==> src/hw/rtl/sdis_pkg.sv <==
// Shared types, codes and result builders for the SD card init sequencer.
// No dependencies; every other file of the block imports this package.
package sdis_pkg;

	localparam int SWITCH_STATUS_BYTES = 64;

	typedef enum logic [2:0] {
		OP_START  = 3'd0,
		OP_TICK   = 3'd1,
		OP_RESULT = 3'd2,
		OP_DATA   = 3'd3,
		OP_READ   = 3'd4
	} opcode_t;

	typedef enum logic [2:0] {
		KIND_CMD       = 3'd0,
		KIND_CLOCK     = 3'd1,
		KIND_WIDE_BUS  = 3'd2,
		KIND_HIGH_SPD  = 3'd3,
		KIND_DONE_OK   = 3'd4,
		KIND_DONE_FAIL = 3'd5
	} kind_t;

	typedef enum logic [4:0] {
		PH_IDLE   = 5'd0,
		PH_CMD0   = 5'd1,
		PH_CMD8   = 5'd2,
		PH_GAP8   = 5'd3,
		PH_CMD55I = 5'd4,
		PH_ACMD41 = 5'd5,
		PH_GAP41  = 5'd6,
		PH_CMD2   = 5'd7,
		PH_CMD3   = 5'd8,
		PH_CMD9   = 5'd9,
		PH_CMD7   = 5'd10,
		PH_CMD55W = 5'd11,
		PH_ACMD6  = 5'd12,
		PH_CMD16  = 5'd13,
		PH_CMD6   = 5'd14,
		PH_READY  = 5'd15,
		PH_CMD17  = 5'd16,
		PH_FAILED = 5'd17
	} phase_t;

	// response types
	localparam logic [1:0] RT_NONE = 2'd0;
	localparam logic [1:0] RT_R136 = 2'd1;
	localparam logic [1:0] RT_R48  = 2'd2;
	localparam logic [1:0] RT_R48B = 2'd3;

	// fail codes
	localparam logic [3:0] FAIL_NONE   = 4'd0;
	localparam logic [3:0] FAIL_CMD8   = 4'd1;
	localparam logic [3:0] FAIL_ACMD41 = 4'd2;
	localparam logic [3:0] FAIL_CMD2   = 4'd3;
	localparam logic [3:0] FAIL_CMD3   = 4'd4;
	localparam logic [3:0] FAIL_CMD9   = 4'd5;
	localparam logic [3:0] FAIL_CMD7   = 4'd6;
	localparam logic [3:0] FAIL_ACMD6  = 4'd7;
	localparam logic [3:0] FAIL_CMD16  = 4'd8;
	localparam logic [3:0] FAIL_CMD17  = 4'd9;

	// configuration register indexes
	localparam logic [1:0] CFG_RETRY_WINDOW = 2'd0;
	localparam logic [1:0] CFG_RETRY_GAP    = 2'd1;
	localparam logic [1:0] CFG_WIDE_BUS     = 2'd2;
	localparam logic [1:0] CFG_HIGH_SPEED   = 2'd3;

	// command numbers
	localparam logic [5:0] SD_CMD0  = 6'd0;
	localparam logic [5:0] SD_CMD2  = 6'd2;
	localparam logic [5:0] SD_CMD3  = 6'd3;
	localparam logic [5:0] SD_CMD6  = 6'd6;
	localparam logic [5:0] SD_CMD7  = 6'd7;
	localparam logic [5:0] SD_CMD8  = 6'd8;
	localparam logic [5:0] SD_CMD9  = 6'd9;
	localparam logic [5:0] SD_CMD16 = 6'd16;
	localparam logic [5:0] SD_CMD17 = 6'd17;
	localparam logic [5:0] SD_ACMD41 = 6'd41;
	localparam logic [5:0] SD_CMD55 = 6'd55;

	// command arguments and status positions
	localparam logic [31:0] ARG_CMD8_CHECK = 32'h0000_01aa;
	localparam logic [31:0] ARG_ACMD41_OCR = 32'h00ff_8000;
	localparam logic [31:0] ARG_CMD6_SWITCH = 32'h00ff_fff1;
	localparam logic [31:0] ARG_BLOCK_LEN  = 32'd512;
	localparam logic [31:0] ARG_BUS_4BIT   = 32'd2;
	localparam logic [5:0]  STATUS_IDX_D   = 6'h0d;
	localparam logic [5:0]  STATUS_IDX_10  = 6'h10;
	localparam logic [3:0]  SHIFT_BYTE_ADDR = 4'd9;
	localparam logic [3:0]  SHIFT_BLOCK_ADDR = 4'd0;
	localparam logic [7:0]  DIV_25MHZ = 8'd1;
	localparam logic [7:0]  DIV_50MHZ = 8'd0;

	localparam logic [15:0] RESET_RETRY_WINDOW = 16'd500;
	localparam logic [7:0]  RESET_RETRY_GAP    = 8'd5;

	typedef struct packed {
		opcode_t     opcode;
		logic        cmd_complete;
		logic        cmd_timeout;
		logic        cmd_error;
		logic [31:0] resp_word;
		logic [7:0]  data_byte;
		logic [5:0]  data_index;
		logic [31:0] block_index;
	} evt_t;

	typedef struct packed {
		kind_t       kind;
		logic [5:0]  cmd_index;
		logic [31:0] cmd_arg;
		logic [1:0]  resp_type;
		logic        check_index;
		logic        check_crc;
		logic        has_data;
		logic [7:0]  clock_divider;
		logic [3:0]  fail_code;
		logic        last;
	} res_t;

	typedef struct packed {
		logic [15:0] retry_window_ms;
		logic [7:0]  retry_gap_ms;
		logic        wide_bus_enable;
		logic        high_speed_enable;
	} cfg_t;

	// up to two results from one request, in order r0 then r1
	typedef struct packed {
		logic [1:0] n;
		res_t       r0;
		res_t       r1;
	} push_t;

	typedef struct packed {
		phase_t      phase;
		logic [15:0] elapsed_ms;
		logic [7:0]  gap_count;
		logic        card_v2;
		logic [15:0] card_address;
		logic [1:0]  switch_pass;
		logic [7:0]  status_byte_d;
		logic [7:0]  status_byte_10;
		logic [3:0]  address_shift;
	} seq_state_t;

	function automatic res_t mk_cmd(input logic [5:0] idx, input logic [31:0] arg,
			input logic [1:0] rt, input logic ci, input logic cc, input logic hd);
		res_t r;
		r = '0;
		r.kind = KIND_CMD;
		r.cmd_index = idx;
		r.cmd_arg = arg;
		r.resp_type = rt;
		r.check_index = ci;
		r.check_crc = cc;
		r.has_data = hd;
		return r;
	endfunction

	function automatic res_t mk_note(input kind_t k, input logic [7:0] div,
			input logic [3:0] fc);
		res_t r;
		r = '0;
		r.kind = k;
		r.clock_divider = div;
		r.fail_code = fc;
		return r;
	endfunction

endpackage

==> src/hw/rtl/sdis_ifs.sv <==
// Valid/ready channel interfaces for event requests and sequencer results.
// Depends on sdis_pkg for the payload types.
interface sdis_evt_if;
	import sdis_pkg::*;
	logic valid;
	logic ready;
	evt_t data;
	modport source(output valid, output data, input ready);
	modport sink(input valid, input data, output ready);
endinterface

interface sdis_res_if;
	import sdis_pkg::*;
	logic valid;
	logic ready;
	res_t data;
	modport source(output valid, output data, input ready);
	modport sink(input valid, input data, output ready);
endinterface

==> src/hw/rtl/sd_card_init_sequencer.sv <==
// Top level of the SD card bring-up sequencer: config registers, phase logic
// and result queue. Depends on sdis_pkg, sdis_ifs, sdis_cfg_regs, sdis_core, sdis_res_fifo.
//
//   channel  dir   handshake      payload
//   evt      in    valid/ready    evt_t: opcode, result flags, response, data, block
//   res      out   valid/ready    res_t: kind, command fields, divider, fail code, last
//   cfg      in    cfg_we only    cfg_index selects register, cfg_data carries value
//
// Each request is applied in the cycle it is accepted, so one request per cycle is taken
// while evt.ready is high; its zero, one or two results enter the queue at that edge and
// leave one per res handshake, the first visible in the cycle after acceptance. evt.ready
// drops while fewer than two queue slots are free, so a stalled res side stalls evt only
// once the queue holds RES_DEPTH - 1 entries. Reset is asynchronous and puts the phase
// at idle and the config registers at their defaults; there is no clearing pass.
module sd_card_init_sequencer #(
	parameter int RES_DEPTH = 4
) (
	input  logic        clk,
	input  logic        arst_n,
	input  logic        cfg_we,
	input  logic [1:0]  cfg_index,
	input  logic [15:0] cfg_data,
	sdis_evt_if.sink    evt,
	sdis_res_if.source  res
);
	import sdis_pkg::*;

	cfg_t  cfg;
	push_t push;
	logic  room;
	logic  accept;

	// advance the phase only on an accepted request
	assign accept    = evt.valid && evt.ready;
	assign evt.ready = room;

	sdis_cfg_regs u_cfg (
		.clk    (clk),
		.arst_n (arst_n),
		.we     (cfg_we),
		.index  (cfg_index),
		.wdata  (cfg_data),
		.cfg    (cfg)
	);

	sdis_core u_core (
		.clk    (clk),
		.arst_n (arst_n),
		.accept (accept),
		.evt    (evt.data),
		.cfg    (cfg),
		.push   (push)
	);

	sdis_res_fifo #(
		.DEPTH (RES_DEPTH)
	) u_fifo (
		.clk    (clk),
		.arst_n (arst_n),
		.push   (push),
		.room   (room),
		.valid  (res.valid),
		.ready  (res.ready),
		.head   (res.data)
	);

	// a start always produces CMD0, so a result must be waiting next cycle
	a_start_result: assert property (@(posedge clk) disable iff (!arst_n)
		accept && evt.data.opcode == OP_START |=> res.valid)
		else $error("start request produced no result");

	// a failure report closes its request and carries a code
	a_fail_code: assert property (@(posedge clk) disable iff (!arst_n)
		res.valid && res.data.kind == KIND_DONE_FAIL |->
			res.data.last && res.data.fail_code != FAIL_NONE)
		else $error("failure result without code or last mark");

	// back-pressure on requests only comes from queued results
	a_stall_cause: assert property (@(posedge clk) disable iff (!arst_n)
		!evt.ready |-> res.valid)
		else $error("request stalled with empty result queue");
endmodule

==> src/hw/rtl/sdis_cfg_regs.sv <==
// Configuration registers of the SD card init sequencer.
// Depends on sdis_pkg for the register indexes and cfg_t.
module sdis_cfg_regs (
	input  logic             clk,
	input  logic             arst_n,
	input  logic             we,
	input  logic [1:0]       index,
	input  logic [15:0]      wdata,
	output sdis_pkg::cfg_t   cfg
);
	import sdis_pkg::*;

	cfg_t cfg_q;

	always_ff @(posedge clk or negedge arst_n) begin
		if (!arst_n) begin
			cfg_q.retry_window_ms   <= RESET_RETRY_WINDOW;
			cfg_q.retry_gap_ms      <= RESET_RETRY_GAP;
			cfg_q.wide_bus_enable   <= 1'b1;
			cfg_q.high_speed_enable <= 1'b1;
		end else if (we) begin
			case (index)
				CFG_RETRY_WINDOW: cfg_q.retry_window_ms <= wdata;
				CFG_RETRY_GAP:    cfg_q.retry_gap_ms <= wdata[7:0];
				CFG_WIDE_BUS:     cfg_q.wide_bus_enable <= wdata[0];
				CFG_HIGH_SPEED:   cfg_q.high_speed_enable <= wdata[0];
				default: ;
			endcase
		end
	end

	assign cfg = cfg_q;
endmodule

==> src/hw/rtl/sdis_core.sv <==
// Phase register and combinational next-phase/result logic of the sequencer.
// Depends on sdis_pkg; feeds up to two results per request into the result queue.
module sdis_core (
	input  logic              clk,
	input  logic              arst_n,
	input  logic              accept,
	input  sdis_pkg::evt_t    evt,
	input  sdis_pkg::cfg_t    cfg,
	output sdis_pkg::push_t   push
);
	import sdis_pkg::*;

	localparam seq_state_t ST_RESET = '{
		phase:          PH_IDLE,
		elapsed_ms:     16'd0,
		gap_count:      8'd0,
		card_v2:        1'b0,
		card_address:   16'd0,
		switch_pass:    2'd0,
		status_byte_d:  8'd0,
		status_byte_10: 8'd0,
		address_shift:  SHIFT_BYTE_ADDR
	};

	seq_state_t st_q;
	seq_state_t st_d;
	push_t      p;
	logic [31:0] resp;
	logic [31:0] rca;
	logic        window_over;
	logic        acmd41_retry;
	logic [7:0]  gap_next;

	always_comb begin
		st_d = st_q;
		p = '0;
		resp = evt.cmd_error ? 32'd0 : evt.resp_word;
		rca = {st_q.card_address, 16'd0};
		window_over = st_q.elapsed_ms > cfg.retry_window_ms;
		acmd41_retry = evt.cmd_timeout || (evt.cmd_complete && !resp[31]);
		gap_next = st_q.gap_count - 8'd1;

		case (evt.opcode)
			OP_START: begin
				st_d = '0;
				st_d.address_shift = SHIFT_BYTE_ADDR;
				st_d.phase = PH_CMD0;
				p.n = 2'd1;
				p.r0 = mk_cmd(SD_CMD0, 32'd0, RT_NONE, 1'b0, 1'b0, 1'b0);
			end
			OP_TICK: begin
				if (st_q.phase == PH_CMD8 || st_q.phase == PH_GAP8 ||
						st_q.phase == PH_CMD55I || st_q.phase == PH_ACMD41 ||
						st_q.phase == PH_GAP41) begin
					if (st_q.elapsed_ms != 16'hffff)
						st_d.elapsed_ms = st_q.elapsed_ms + 16'd1;
					if (st_q.phase == PH_GAP8 || st_q.phase == PH_GAP41) begin
						st_d.gap_count = gap_next;
						if (gap_next == 8'd0) begin
							p.n = 2'd1;
							if (st_q.phase == PH_GAP8) begin
								p.r0 = mk_cmd(SD_CMD8, ARG_CMD8_CHECK, RT_R48, 1'b1, 1'b1, 1'b0);
								st_d.phase = PH_CMD8;
							end else begin
								p.r0 = mk_cmd(SD_CMD55, 32'd0, RT_R48, 1'b1, 1'b1, 1'b0);
								st_d.phase = PH_CMD55I;
							end
						end
					end
				end
			end
			OP_RESULT: begin
				case (st_q.phase)
					PH_CMD0: begin
						st_d.elapsed_ms = 16'd0;
						p.n = 2'd1;
						p.r0 = mk_cmd(SD_CMD8, ARG_CMD8_CHECK, RT_R48, 1'b1, 1'b1, 1'b0);
						st_d.phase = PH_CMD8;
					end
					PH_CMD8: begin
						if (evt.cmd_timeout) begin
							if (window_over) begin
								st_d.card_v2 = 1'b0;
								st_d.elapsed_ms = 16'd0;
								p.n = 2'd1;
								p.r0 = mk_cmd(SD_CMD55, 32'd0, RT_R48, 1'b1, 1'b1, 1'b0);
								st_d.phase = PH_CMD55I;
							end else if (cfg.retry_gap_ms == 8'd0) begin
								p.n = 2'd1;
								p.r0 = mk_cmd(SD_CMD8, ARG_CMD8_CHECK, RT_R48, 1'b1, 1'b1, 1'b0);
							end else begin
								st_d.gap_count = cfg.retry_gap_ms;
								st_d.phase = PH_GAP8;
							end
						end else if (evt.cmd_complete && resp == ARG_CMD8_CHECK) begin
							st_d.card_v2 = 1'b1;
							st_d.elapsed_ms = 16'd0;
							p.n = 2'd1;
							p.r0 = mk_cmd(SD_CMD55, 32'd0, RT_R48, 1'b1, 1'b1, 1'b0);
							st_d.phase = PH_CMD55I;
						end else begin
							p.n = 2'd1;
							p.r0 = mk_note(KIND_DONE_FAIL, 8'd0, FAIL_CMD8);
							st_d.phase = PH_FAILED;
						end
					end
					PH_CMD55I, PH_ACMD41: begin
						if (st_q.phase == PH_CMD55I && evt.cmd_complete) begin
							p.n = 2'd1;
							p.r0 = mk_cmd(SD_ACMD41, ARG_ACMD41_OCR | {1'b0, st_q.card_v2, 30'd0},
								RT_R48, 1'b0, 1'b0, 1'b0);
							st_d.phase = PH_ACMD41;
						end else if (st_q.phase == PH_CMD55I && !evt.cmd_timeout) begin
							p.n = 2'd1;
							p.r0 = mk_note(KIND_DONE_FAIL, 8'd0, FAIL_ACMD41);
							st_d.phase = PH_FAILED;
						end else if (st_q.phase == PH_ACMD41 && acmd41_retry && !window_over ||
								st_q.phase == PH_CMD55I && !window_over) begin
							if (cfg.retry_gap_ms == 8'd0) begin
								p.n = 2'd1;
								p.r0 = mk_cmd(SD_CMD55, 32'd0, RT_R48, 1'b1, 1'b1, 1'b0);
								st_d.phase = PH_CMD55I;
							end else begin
								st_d.gap_count = cfg.retry_gap_ms;
								st_d.phase = PH_GAP41;
							end
						end else if (st_q.phase == PH_ACMD41 && evt.cmd_complete) begin
							// leave the loop: pick block or byte addressing
							st_d.address_shift = (st_q.card_v2 && resp[30]) ?
								SHIFT_BLOCK_ADDR : SHIFT_BYTE_ADDR;
							p.n = 2'd1;
							p.r0 = mk_cmd(SD_CMD2, 32'd0, RT_R136, 1'b0, 1'b1, 1'b0);
							st_d.phase = PH_CMD2;
						end else begin
							p.n = 2'd1;
							p.r0 = mk_note(KIND_DONE_FAIL, 8'd0, FAIL_ACMD41);
							st_d.phase = PH_FAILED;
						end
					end
					PH_CMD2: begin
						p.n = 2'd1;
						if (evt.cmd_complete) begin
							p.r0 = mk_cmd(SD_CMD3, 32'd0, RT_R48, 1'b1, 1'b1, 1'b0);
							st_d.phase = PH_CMD3;
						end else begin
							p.r0 = mk_note(KIND_DONE_FAIL, 8'd0, FAIL_CMD2);
							st_d.phase = PH_FAILED;
						end
					end
					PH_CMD3: begin
						p.n = 2'd1;
						if (evt.cmd_complete) begin
							st_d.card_address = resp[31:16];
							p.r0 = mk_cmd(SD_CMD9, {resp[31:16], 16'd0}, RT_R136, 1'b0, 1'b1, 1'b0);
							st_d.phase = PH_CMD9;
						end else begin
							p.r0 = mk_note(KIND_DONE_FAIL, 8'd0, FAIL_CMD3);
							st_d.phase = PH_FAILED;
						end
					end
					PH_CMD9: begin
						if (evt.cmd_complete) begin
							p.n = 2'd2;
							p.r0 = mk_note(KIND_CLOCK, DIV_25MHZ, FAIL_NONE);
							p.r1 = mk_cmd(SD_CMD7, rca, RT_R48B, 1'b1, 1'b1, 1'b0);
							st_d.phase = PH_CMD7;
						end else begin
							p.n = 2'd1;
							p.r0 = mk_note(KIND_DONE_FAIL, 8'd0, FAIL_CMD9);
							st_d.phase = PH_FAILED;
						end
					end
					PH_CMD7: begin
						p.n = 2'd1;
						if (!evt.cmd_complete) begin
							p.r0 = mk_note(KIND_DONE_FAIL, 8'd0, FAIL_CMD7);
							st_d.phase = PH_FAILED;
						end else if (cfg.wide_bus_enable) begin
							p.r0 = mk_cmd(SD_CMD55, rca, RT_R48, 1'b1, 1'b1, 1'b0);
							st_d.phase = PH_CMD55W;
						end else begin
							p.r0 = mk_cmd(SD_CMD16, ARG_BLOCK_LEN, RT_R48, 1'b1, 1'b1, 1'b0);
							st_d.phase = PH_CMD16;
						end
					end
					PH_CMD55W: begin
						p.n = 2'd1;
						if (evt.cmd_complete) begin
							p.r0 = mk_cmd(SD_CMD6, ARG_BUS_4BIT, RT_R48, 1'b1, 1'b1, 1'b0);
							st_d.phase = PH_ACMD6;
						end else begin
							p.r0 = mk_note(KIND_DONE_FAIL, 8'd0, FAIL_ACMD6);
							st_d.phase = PH_FAILED;
						end
					end
					PH_ACMD6: begin
						if (evt.cmd_complete) begin
							p.n = 2'd2;
							p.r0 = mk_note(KIND_WIDE_BUS, 8'd0, FAIL_NONE);
							p.r1 = mk_cmd(SD_CMD16, ARG_BLOCK_LEN, RT_R48, 1'b1, 1'b1, 1'b0);
							st_d.phase = PH_CMD16;
						end else begin
							p.n = 2'd1;
							p.r0 = mk_note(KIND_DONE_FAIL, 8'd0, FAIL_ACMD6);
							st_d.phase = PH_FAILED;
						end
					end
					PH_CMD16: begin
						if (!evt.cmd_complete) begin
							p.n = 2'd1;
							p.r0 = mk_note(KIND_DONE_FAIL, 8'd0, FAIL_CMD16);
							st_d.phase = PH_FAILED;
						end else if (cfg.high_speed_enable) begin
							st_d.switch_pass = 2'd0;
							st_d.status_byte_d = 8'd0;
							st_d.status_byte_10 = 8'd0;
							p.n = 2'd2;
							p.r0 = mk_note(KIND_HIGH_SPD, 8'd0, FAIL_NONE);
							p.r1 = mk_cmd(SD_CMD6, ARG_CMD6_SWITCH, RT_R48, 1'b1, 1'b1, 1'b1);
							st_d.phase = PH_CMD6;
						end else begin
							p.n = 2'd1;
							p.r0 = mk_note(KIND_DONE_OK, 8'd0, FAIL_NONE);
							st_d.phase = PH_READY;
						end
					end
					PH_CMD6: begin
						if (!evt.cmd_complete || st_q.status_byte_10[3:0] != 4'd1 ||
								!st_q.status_byte_d[1]) begin
							// switch refused: stay at 25 MHz
							p.n = 2'd1;
							p.r0 = mk_note(KIND_DONE_OK, 8'd0, FAIL_NONE);
							st_d.phase = PH_READY;
						end else if (st_q.switch_pass == 2'd0) begin
							st_d.switch_pass = 2'd1;
							st_d.status_byte_d = 8'd0;
							st_d.status_byte_10 = 8'd0;
							p.n = 2'd1;
							p.r0 = mk_cmd(SD_CMD6, ARG_CMD6_SWITCH | 32'h8000_0000,
								RT_R48, 1'b1, 1'b1, 1'b1);
						end else begin
							st_d.switch_pass = 2'd2;
							p.n = 2'd2;
							p.r0 = mk_note(KIND_CLOCK, DIV_50MHZ, FAIL_NONE);
							p.r1 = mk_note(KIND_DONE_OK, 8'd0, FAIL_NONE);
							st_d.phase = PH_READY;
						end
					end
					PH_CMD17: begin
						p.n = 2'd1;
						if (evt.cmd_complete) begin
							p.r0 = mk_note(KIND_DONE_OK, 8'd0, FAIL_NONE);
							st_d.phase = PH_READY;
						end else begin
							p.r0 = mk_note(KIND_DONE_FAIL, 8'd0, FAIL_CMD17);
							st_d.phase = PH_FAILED;
						end
					end
					default: ;
				endcase
			end
			OP_DATA: begin
				if (st_q.phase == PH_CMD6 &&
						{26'd0, evt.data_index} < 32'(SWITCH_STATUS_BYTES)) begin
					if (evt.data_index == STATUS_IDX_D)
						st_d.status_byte_d = evt.data_byte;
					else if (evt.data_index == STATUS_IDX_10)
						st_d.status_byte_10 = evt.data_byte;
				end
			end
			OP_READ: begin
				if (st_q.phase == PH_READY) begin
					p.n = 2'd1;
					p.r0 = mk_cmd(SD_CMD17, evt.block_index << st_q.address_shift,
						RT_R48, 1'b1, 1'b1, 1'b1);
					st_d.phase = PH_CMD17;
				end
			end
			default: ;
		endcase

		if (p.n == 2'd1)
			p.r0.last = 1'b1;
		else if (p.n == 2'd2)
			p.r1.last = 1'b1;
		if (!accept)
			p.n = 2'd0;
	end

	always_ff @(posedge clk or negedge arst_n) begin
		if (!arst_n) begin
			st_q <= ST_RESET;
		end else if (accept) begin
			st_q <= st_d;
		end
	end

	assign push = p;
endmodule

==> src/hw/rtl/sdis_res_fifo.sv <==
// Result queue: takes up to two results a cycle, hands out one per handshake.
// Depends on sdis_pkg for res_t and push_t.
module sdis_res_fifo #(
	parameter int DEPTH = 4
) (
	input  logic             clk,
	input  logic             arst_n,
	input  sdis_pkg::push_t  push,
	output logic             room,
	output logic             valid,
	input  logic             ready,
	output sdis_pkg::res_t   head
);
	import sdis_pkg::*;

	localparam int PW = (DEPTH > 1) ? $clog2(DEPTH) : 1;
	localparam int CW = $clog2(DEPTH + 1);

	res_t          mem [DEPTH];
	logic [PW-1:0] wr_q;
	logic [PW-1:0] rd_q;
	logic [CW-1:0] count_q;
	logic [PW-1:0] wr1;
	logic          pop;

	function automatic logic [PW-1:0] bump(input logic [PW-1:0] ptr);
		return (ptr == PW'(DEPTH - 1)) ? '0 : ptr + PW'(1);
	endfunction

	assign wr1   = bump(wr_q);
	assign valid = count_q != '0;
	assign pop   = valid && ready;
	// hold off new requests unless two free slots remain
	assign room  = count_q <= CW'(DEPTH - 2);
	assign head  = mem[rd_q];

	always_ff @(posedge clk) begin
		for (int i = 0; i < DEPTH; i++) begin
			if (push.n != 2'd0 && wr_q == PW'(i))
				mem[i] <= push.r0;
			if (push.n == 2'd2 && wr1 == PW'(i))
				mem[i] <= push.r1;
		end
	end

	always_ff @(posedge clk or negedge arst_n) begin
		if (!arst_n) begin
			wr_q <= '0;
			rd_q <= '0;
			count_q <= '0;
		end else begin
			if (push.n == 2'd1)
				wr_q <= wr1;
			else if (push.n == 2'd2)
				wr_q <= bump(wr1);
			if (pop)
				rd_q <= bump(rd_q);
			count_q <= count_q + CW'(push.n) - CW'(pop);
		end
	end
endmodule

==> src/flat_wrapper.sv <==
// flat-port wrapper written by rule: the top's interface ports become plain ports
module sd_card_init_sequencer_flat import sdis_pkg::*;
#(
	parameter int RES_DEPTH = 4
)
  (clk, arst_n, cfg_we, cfg_index, cfg_data, evt_valid, evt_data, evt_ready, res_valid, res_data, res_ready);
  sdis_evt_if evt_i ();
  sdis_res_if res_i ();
  input  logic clk;
  input  logic arst_n;
  input  logic cfg_we;
  input  logic [1:0] cfg_index;
  input  logic [15:0] cfg_data;
  input wire logic [$bits(evt_i.valid)-1:0] evt_valid;
  input wire logic [$bits(evt_i.data)-1:0] evt_data;
  output wire logic [$bits(evt_i.ready)-1:0] evt_ready;
  output wire logic [$bits(res_i.valid)-1:0] res_valid;
  output wire logic [$bits(res_i.data)-1:0] res_data;
  input wire logic [$bits(res_i.ready)-1:0] res_ready;
  assign evt_i.valid = evt_valid;
  assign evt_i.data = evt_data;
  assign evt_ready = evt_i.ready;
  assign res_valid = res_i.valid;
  assign res_data = res_i.data;
  assign res_i.ready = res_ready;
  sd_card_init_sequencer #(.RES_DEPTH(RES_DEPTH)) u_core (.clk(clk), .arst_n(arst_n), .cfg_we(cfg_we), .cfg_index(cfg_index), .cfg_data(cfg_data), .evt(evt_i), .res(res_i));
endmodule
==> config.mk <==
export PLATFORM = sky130hd
export DESIGN_NAME = sd_card_init_sequencer_flat
export DESIGN_NICKNAME = d
export VERILOG_FILES = /design/src/hw/rtl/sdis_pkg.sv /design/src/hw/rtl/sdis_ifs.sv /design/src/hw/rtl/sd_card_init_sequencer.sv /design/src/hw/rtl/sdis_cfg_regs.sv /design/src/hw/rtl/sdis_core.sv /design/src/hw/rtl/sdis_res_fifo.sv /design/src/flat_wrapper.sv
export SDC_FILE = /design/constraint.sdc
export NUM_CORES = 1
export LEC_CHECK = 0
export ABC_CLOCK_PERIOD_IN_PS = 8600
export BUFFER_PORTS_ARGS = -buffer_cell sky130_fd_sc_hd__clkbuf_2
export CAP_MARGIN = 20
export CORE_MARGIN = 4
export CORE_UTILIZATION = 60
export DETAILED_ROUTE_END_ITERATION = 10
export GPL_TIMING_DRIVEN = 0
export PLACE_DENSITY = 0.89
export SYNTH_ARGS = -nofsm -noshare
export SYNTH_HDL_FRONTEND = slang
export SYNTH_SLANG_ARGS = --single-unit
export TNS_END_PERCENT = 1
==> constraint.sdc <==
create_clock -name clk -period 8.6 [get_ports clk]
set_input_delay 0.43 -clock clk [delete_from_list [all_inputs] [get_ports clk]]
set_output_delay 0.43 -clock clk [all_outputs]
set_load 0.02 [all_outputs]
After elaboration in Yosys (flattened, before gate mapping). Memories as Yosys holds them, arrays and structs flattened. Cells that the tools add are included.

Shift operators: 1. Eq/ne operators: 75. Reduce and logical (&&, ||, !) cells: 63. Order comparisons: 2. $add $sub $neg: 7. Bitwise gates (word level): 4. Muxes and demuxes: 138.

Operator list (number): $mux 59 (15); $pmux 61 s12 (1); $mux 61 (10); $mux 60 (7); $pmux 61 s4 (1); $pmux 59 s4 (1); $mux 53 (3); $reduce_or 59->1 (2); $mux 56 (2); $mux 5 (20); $mux 16 (6); $mux 8 (9); $pmux 24 s3 (1); $pmux 5 s12 (1); $mux 57 (1); $mux 55 (1); $mux 18 (3); $eq 5x4->1 const B (8); $pmux 19 s2 (1); $pmux 18 s2 (1); $eq 32x9->1 const B (1); $mux 32 (1); $pmux 16 s2 (1); $shl 32x4->32 (1); other kinds (56) (192).

Register bits after elaboration: 91. Memories: 1. Output and inout bits: 61. Word-level logic and storage cells: 307. Bits of input ports: 107. Memory bits (writable): 236.

Memory list: u_core.u_fifo.mem (depth 4, bits a word 59, rd ports 1, clocked after memory_dff 0, write ports 2, line sdis_res_fifo.sv:19) `res_t mem [DEPTH];`.

Logic depth before layout (Yosys ltp).
Depth in word-level cells: 20. Gate-level depth with buffers: 17. Depth with buffers taken out: 17.

Cells and area by module. A second synthesis with hierarchy kept.

Cells, all modules: 1452. Area, all modules: 18853.1 µm².

Modules (own cells, without submodules): sdis_res_fifo (cells each 629, area an instance 12095.4 µm², instances 1, seq. area each 7262.0 µm²); sdis_core (cells each 765, area an instance 5745.5 µm², instances 1, seq. area each 1352.5 µm²); sdis_cfg_regs (cells each 57, area an instance 1006.0 µm², instances 1, seq. area each 663.1 µm²); sd_card_init_sequencer (cells each 1, area an instance 6.3 µm², instances 1, seq. area each 0.0 µm²).

Least setup slack after synthesis. No wires, ideal clock.

Path type: register to register. From: reg u_core.u_core.st_q[60] in the netlist's numbering. To: mem u_core.u_fifo.mem[0][0] in the netlist's numbering, enable pin. Buffers on the path: 1. Setup slack: 1.598 ns. Arrival: 6.469 ns. Cell stages (with the launch flop): 12. Period minus slack after synthesis: 7.002 ns. Cells stage by stage: dfrtp_1 > ha_1 > nand4_1 > nor4_1 > a21boi_1 > o31ai_4 > buf_2 > o2111ai_1 > a21oi_1 > or2_1 > ha_1 > o21ai_0.

RTL lines: from (decl) (line sdis_core.sv:25) `seq_state_t st_q;`; from (signal assigned) (line sdis_core.sv:294) `st_q <= st_d;`; to (decl) (line sdis_res_fifo.sv:19).

==> impl_metrics.yaml <==
floorplanning:
  dieArea_sq_mm: 0.0294
  coreArea_sq_mm: 0.0261
  fp.dieH_um: 171
  rows: 59
  num_io_pins: 168
  start_util_pct: 61.3
  die_w_um: 171
power_and_ir_drop:
  peakVddDrop_v: 0.000178
  p_leak_nw: 7.17
  p_int_mw: 2.88
  total_power_mw: 4.48
  switchingPower_mw: 1.61
  combinationalPowerShare_pct: 33.3
  sequentialPowerShare_pct: 37.4
  swShare_pct: 35.8
  p_per_area_mw_per_mm2: 243
  clkPwrFrac_pct: 29.3
outcome:
  status: "finished clean"
clock_network:
  cts_root_buffer: "clkbuf_16"
  cts_tree: "yes"
  htreeDepth: 1
  worstSkewPairLatency_ns: 0.60
  clock_sinks: 295
  cts_buffers: 30
  clk_path_buf_depth: 3
  clk_pin_slew_ns: 0.06
worst_setup_path:
  arrival_ns: 6.21
  crit_type: "flip-flop to flip-flop"
  r2r_start: "u_core.u_core.st_q[60]$_DFFE_PN0P_"
  required_ns: 8.93
  startpoint_type: "flip-flop"
  max_stage_delay_ns: 0.54
  cpMaxStageDelayCell: "nor4_1"
  crit_path_cell_trace: "ha_1 -> nand4_1 -> nor4_1 -> a21boi_1 -> o31ai_4 -> buf_2 -> o2111ai_1 -> a21oi_1 -> or2_1 -> ha_1 -> clkbuf_1 -> nand2_1 -> clkbuf_1 -> o21ai_4 -> buf_16 -> buf_12"
  crit_start: "u_core.u_core.st_q[60]$_DFFE_PN0P_"
  critPathMaxFanout: 24
  cp-end-kind: "flip-flop"
final_layout:
  area_growth_pct: 15.2
  drive_gt1_share_pct: 18.6
  final_net_count: 1854
  n_antenna_cell: 0
  final_common_cell: "a21oi_1"
  final_cells: 2074
  mostFrequentLayoutCells: "a21oi_1, edfxtp_1, nor2_1, clkbuf_2, nand2_1"
  postLayoutCoreUtil_pct: 70.6
sta:
  min_period_over_period_pct: 68.4
  setup_violations: 0
  fin_setup_tns_ns: 0
  slew_viol_final: 0
  hold_violations: 0
  skew_ns: 0.0401
  relSlewSlack_pct: 27.5
  grt_setup_unrepaired: "no"
  tightest_slew_ns: 1.09
  fin_ws_ns: 2.71
  fmax_ghz: 0.170
  finalCriticalPeriod_ns: 5.89
synthesis:
  avgSynthCellArea_sq_um: 10.6
  synth-async-reset-ratio_pct: 29.5
  synth.cell_area_sq_mm: 0.0160
  synth_top_area_share_pct: 36.8
  synth_cell_types: 81
  synth_flop_cell: "edfxtp_1"
  ys_top_cells_by_area: "edfxtp_1, dfrtp_1, mux4_2"
  synth_cells: 1509
  ys.warnings.count: 0
  yosysTopAreaCell: "edfxtp_1"
  synth_edf_count: 196
  seq_area_frac_synth_pct: 52.0
  ys_seq_elements: 295
place:
  place_congestion: 0.970
  dp_hpwl_um: 39800
  port_buffers: 155
  place_inst: 2013
  dp_slack_ns: 2.93
global_route:
  grt-ovfl-total: 0
  grt_max_degree: 46
  antenna_found_initial: 0
  grt_pass1_vias: 14717
  track_usage_pct: 37.7
  grt_pass1_wl_um: 84700
drt:
  dr.pass1.iters: 7
  viasPerCell: 7.12
  vias: 14759
  drt-total-wl_um: 56700
  final_antenna_net_count: 0
  drc: 0
  routedWlPerCell_um: 27.3
  drt_iter0_drc: 3063
min_path:
  hold_start: "cfg_data[15]"
  hold_path_class: "input port to flip-flop"
job:
  maxCapViolations: 0
==> final timing paths <==
path | end | slack [ns] | cells after the start
max | u_core.u_fifo.mem[1][26]$_DFFE_PP_ | 2.71 | 16
min reg2reg | u_core.u_fifo.mem[2][53]$_SDFFE_PP0P_ | 0.48 | 2
min in group asynchronous | u_core.u_cfg.cfg[8]$_DFFE_PN0P_ | 0.47 | 2
max in group asynchronous | u_core.u_core.st_q[0]$_DFFE_PN1P_ | 7.44 | 3
max reg2reg | u_core.u_fifo.mem[1][26]$_DFFE_PP_ | 2.71 | 16
min | u_core.u_cfg.cfg[25]$_DFFE_PN0P_ | 0.06 | 3
==> state kept, by name (all words and copies together) (netlist names) <==
register	flops
u_core.u_fifo.mem	208
u_core.u_core.st_q	38
u_core.u_cfg.cfg	26
u_core.u_core.rca	16
u_core.u_fifo.count_q	3
u_core.u_fifo.rd_q	2
u_core.u_fifo.wr_q	2
==> cells by family (layout without fill, tap and decap cells) <==
family | after synthesis | count (layout) | share of synthesized area, %
AOI/OAI and AO/OA | 465 | 465 | 17.4
and+or+nand+nor | 461 | 461 | 13.6
DFF | 295 | 295 | 52.0
buffers and inverters | 152 | 376 | 3.80
muxes | 97 | 97 | 10.3
adders and majority gates | 32 | 32 | 2.55
xor gates and xnor gates | 6 | 6 | 0.328
other | 1 | 7 | 0.0234
==> routing by layer <==
| metal | vias to the layer above | wire (um) | GRT usage (%) |
|---|---|---|---|
| li1 | 6123 | - | - |
| met1 | 6806 | 18600 | 47.1 |
| met4 | 0 | 3610 | 19.7 |
| met3 | 361 | 7910 | 9.29 |
| met2 | 1469 | 26600 | 61.2 |
| met5 | - | 0 | 0 |
==> synth_stat cells (15+ instances only) <==
cell type / count
a21oi_1: 204
edfxtp_1: 196
nor2_1: 164
nand2_1: 113
clkbuf_1: 88
dfrtp_1: 76
o21ai_0: 72
mux4_2: 52
inv_1: 45
nand3_1: 42
o21ai_1: 38
ha_1: 31
mux2i_1: 24
o22ai_1: 24
mux2_2: 21
nor3_1: 20
nor4_1: 19
a22o_1: 18
a31oi_1: 15
and3_1: 15
==> repair_timing <==
action / in CTS / in global routing
buffers inserted: 0 / 0
gates resized for setup: 0 / 0
endpoints found under the hold margin: 33 / 0
setup endpoints to repair: 0 / 0
hold buffers: 1 / 0
==> stage by stage <==
step	instance area, sq um	hold slack, ns
floorplan	16000	0.134
global placement	17200	0.438
detailed placement	17400	0.455
CTS	18400	0.0570
global route	18400	0.0751
finish	18400	0.0551
==> power by group through the flow <==
stage	Sequential, mW	Combinational (mW)	Clock [mW]
after global routing	1.69	1.58	1.36
final	1.68	1.49	1.31
after CTS	1.67	1.45	1.30
after floorplan	1.68	0.974	0
after detailed placement	1.70	1.44	0
after global placement	1.70	1.42	0
==> area by class of cell <==
class                           instances  area [sq um]
Sequential cell                       295          8320
Fill cell                            1839          7690
Multi-Input combinational cell       1068          7140
Timing Repair Buffer                  168          1000
Clock buffer                           34           766
Buffer                                105           432
Tap cell                              335           419
Clock inverter                         22           196
Inverter                               47           176
==> worst max-delay path, delay by kind of cell, from the launching register on <==
kind / cells / cell delay (ns)
adder cells (fa/ha/maj): 2 / 0.59
AO/OA/AOI/OAI: 5 / 1.52
buffers and inverters: 5 / 1.39
flip-flops: 1 / 0.47
AND/OR/NAND/NOR: 4 / 1.64
Note: power is estimated with default switching activity, not from simulation.
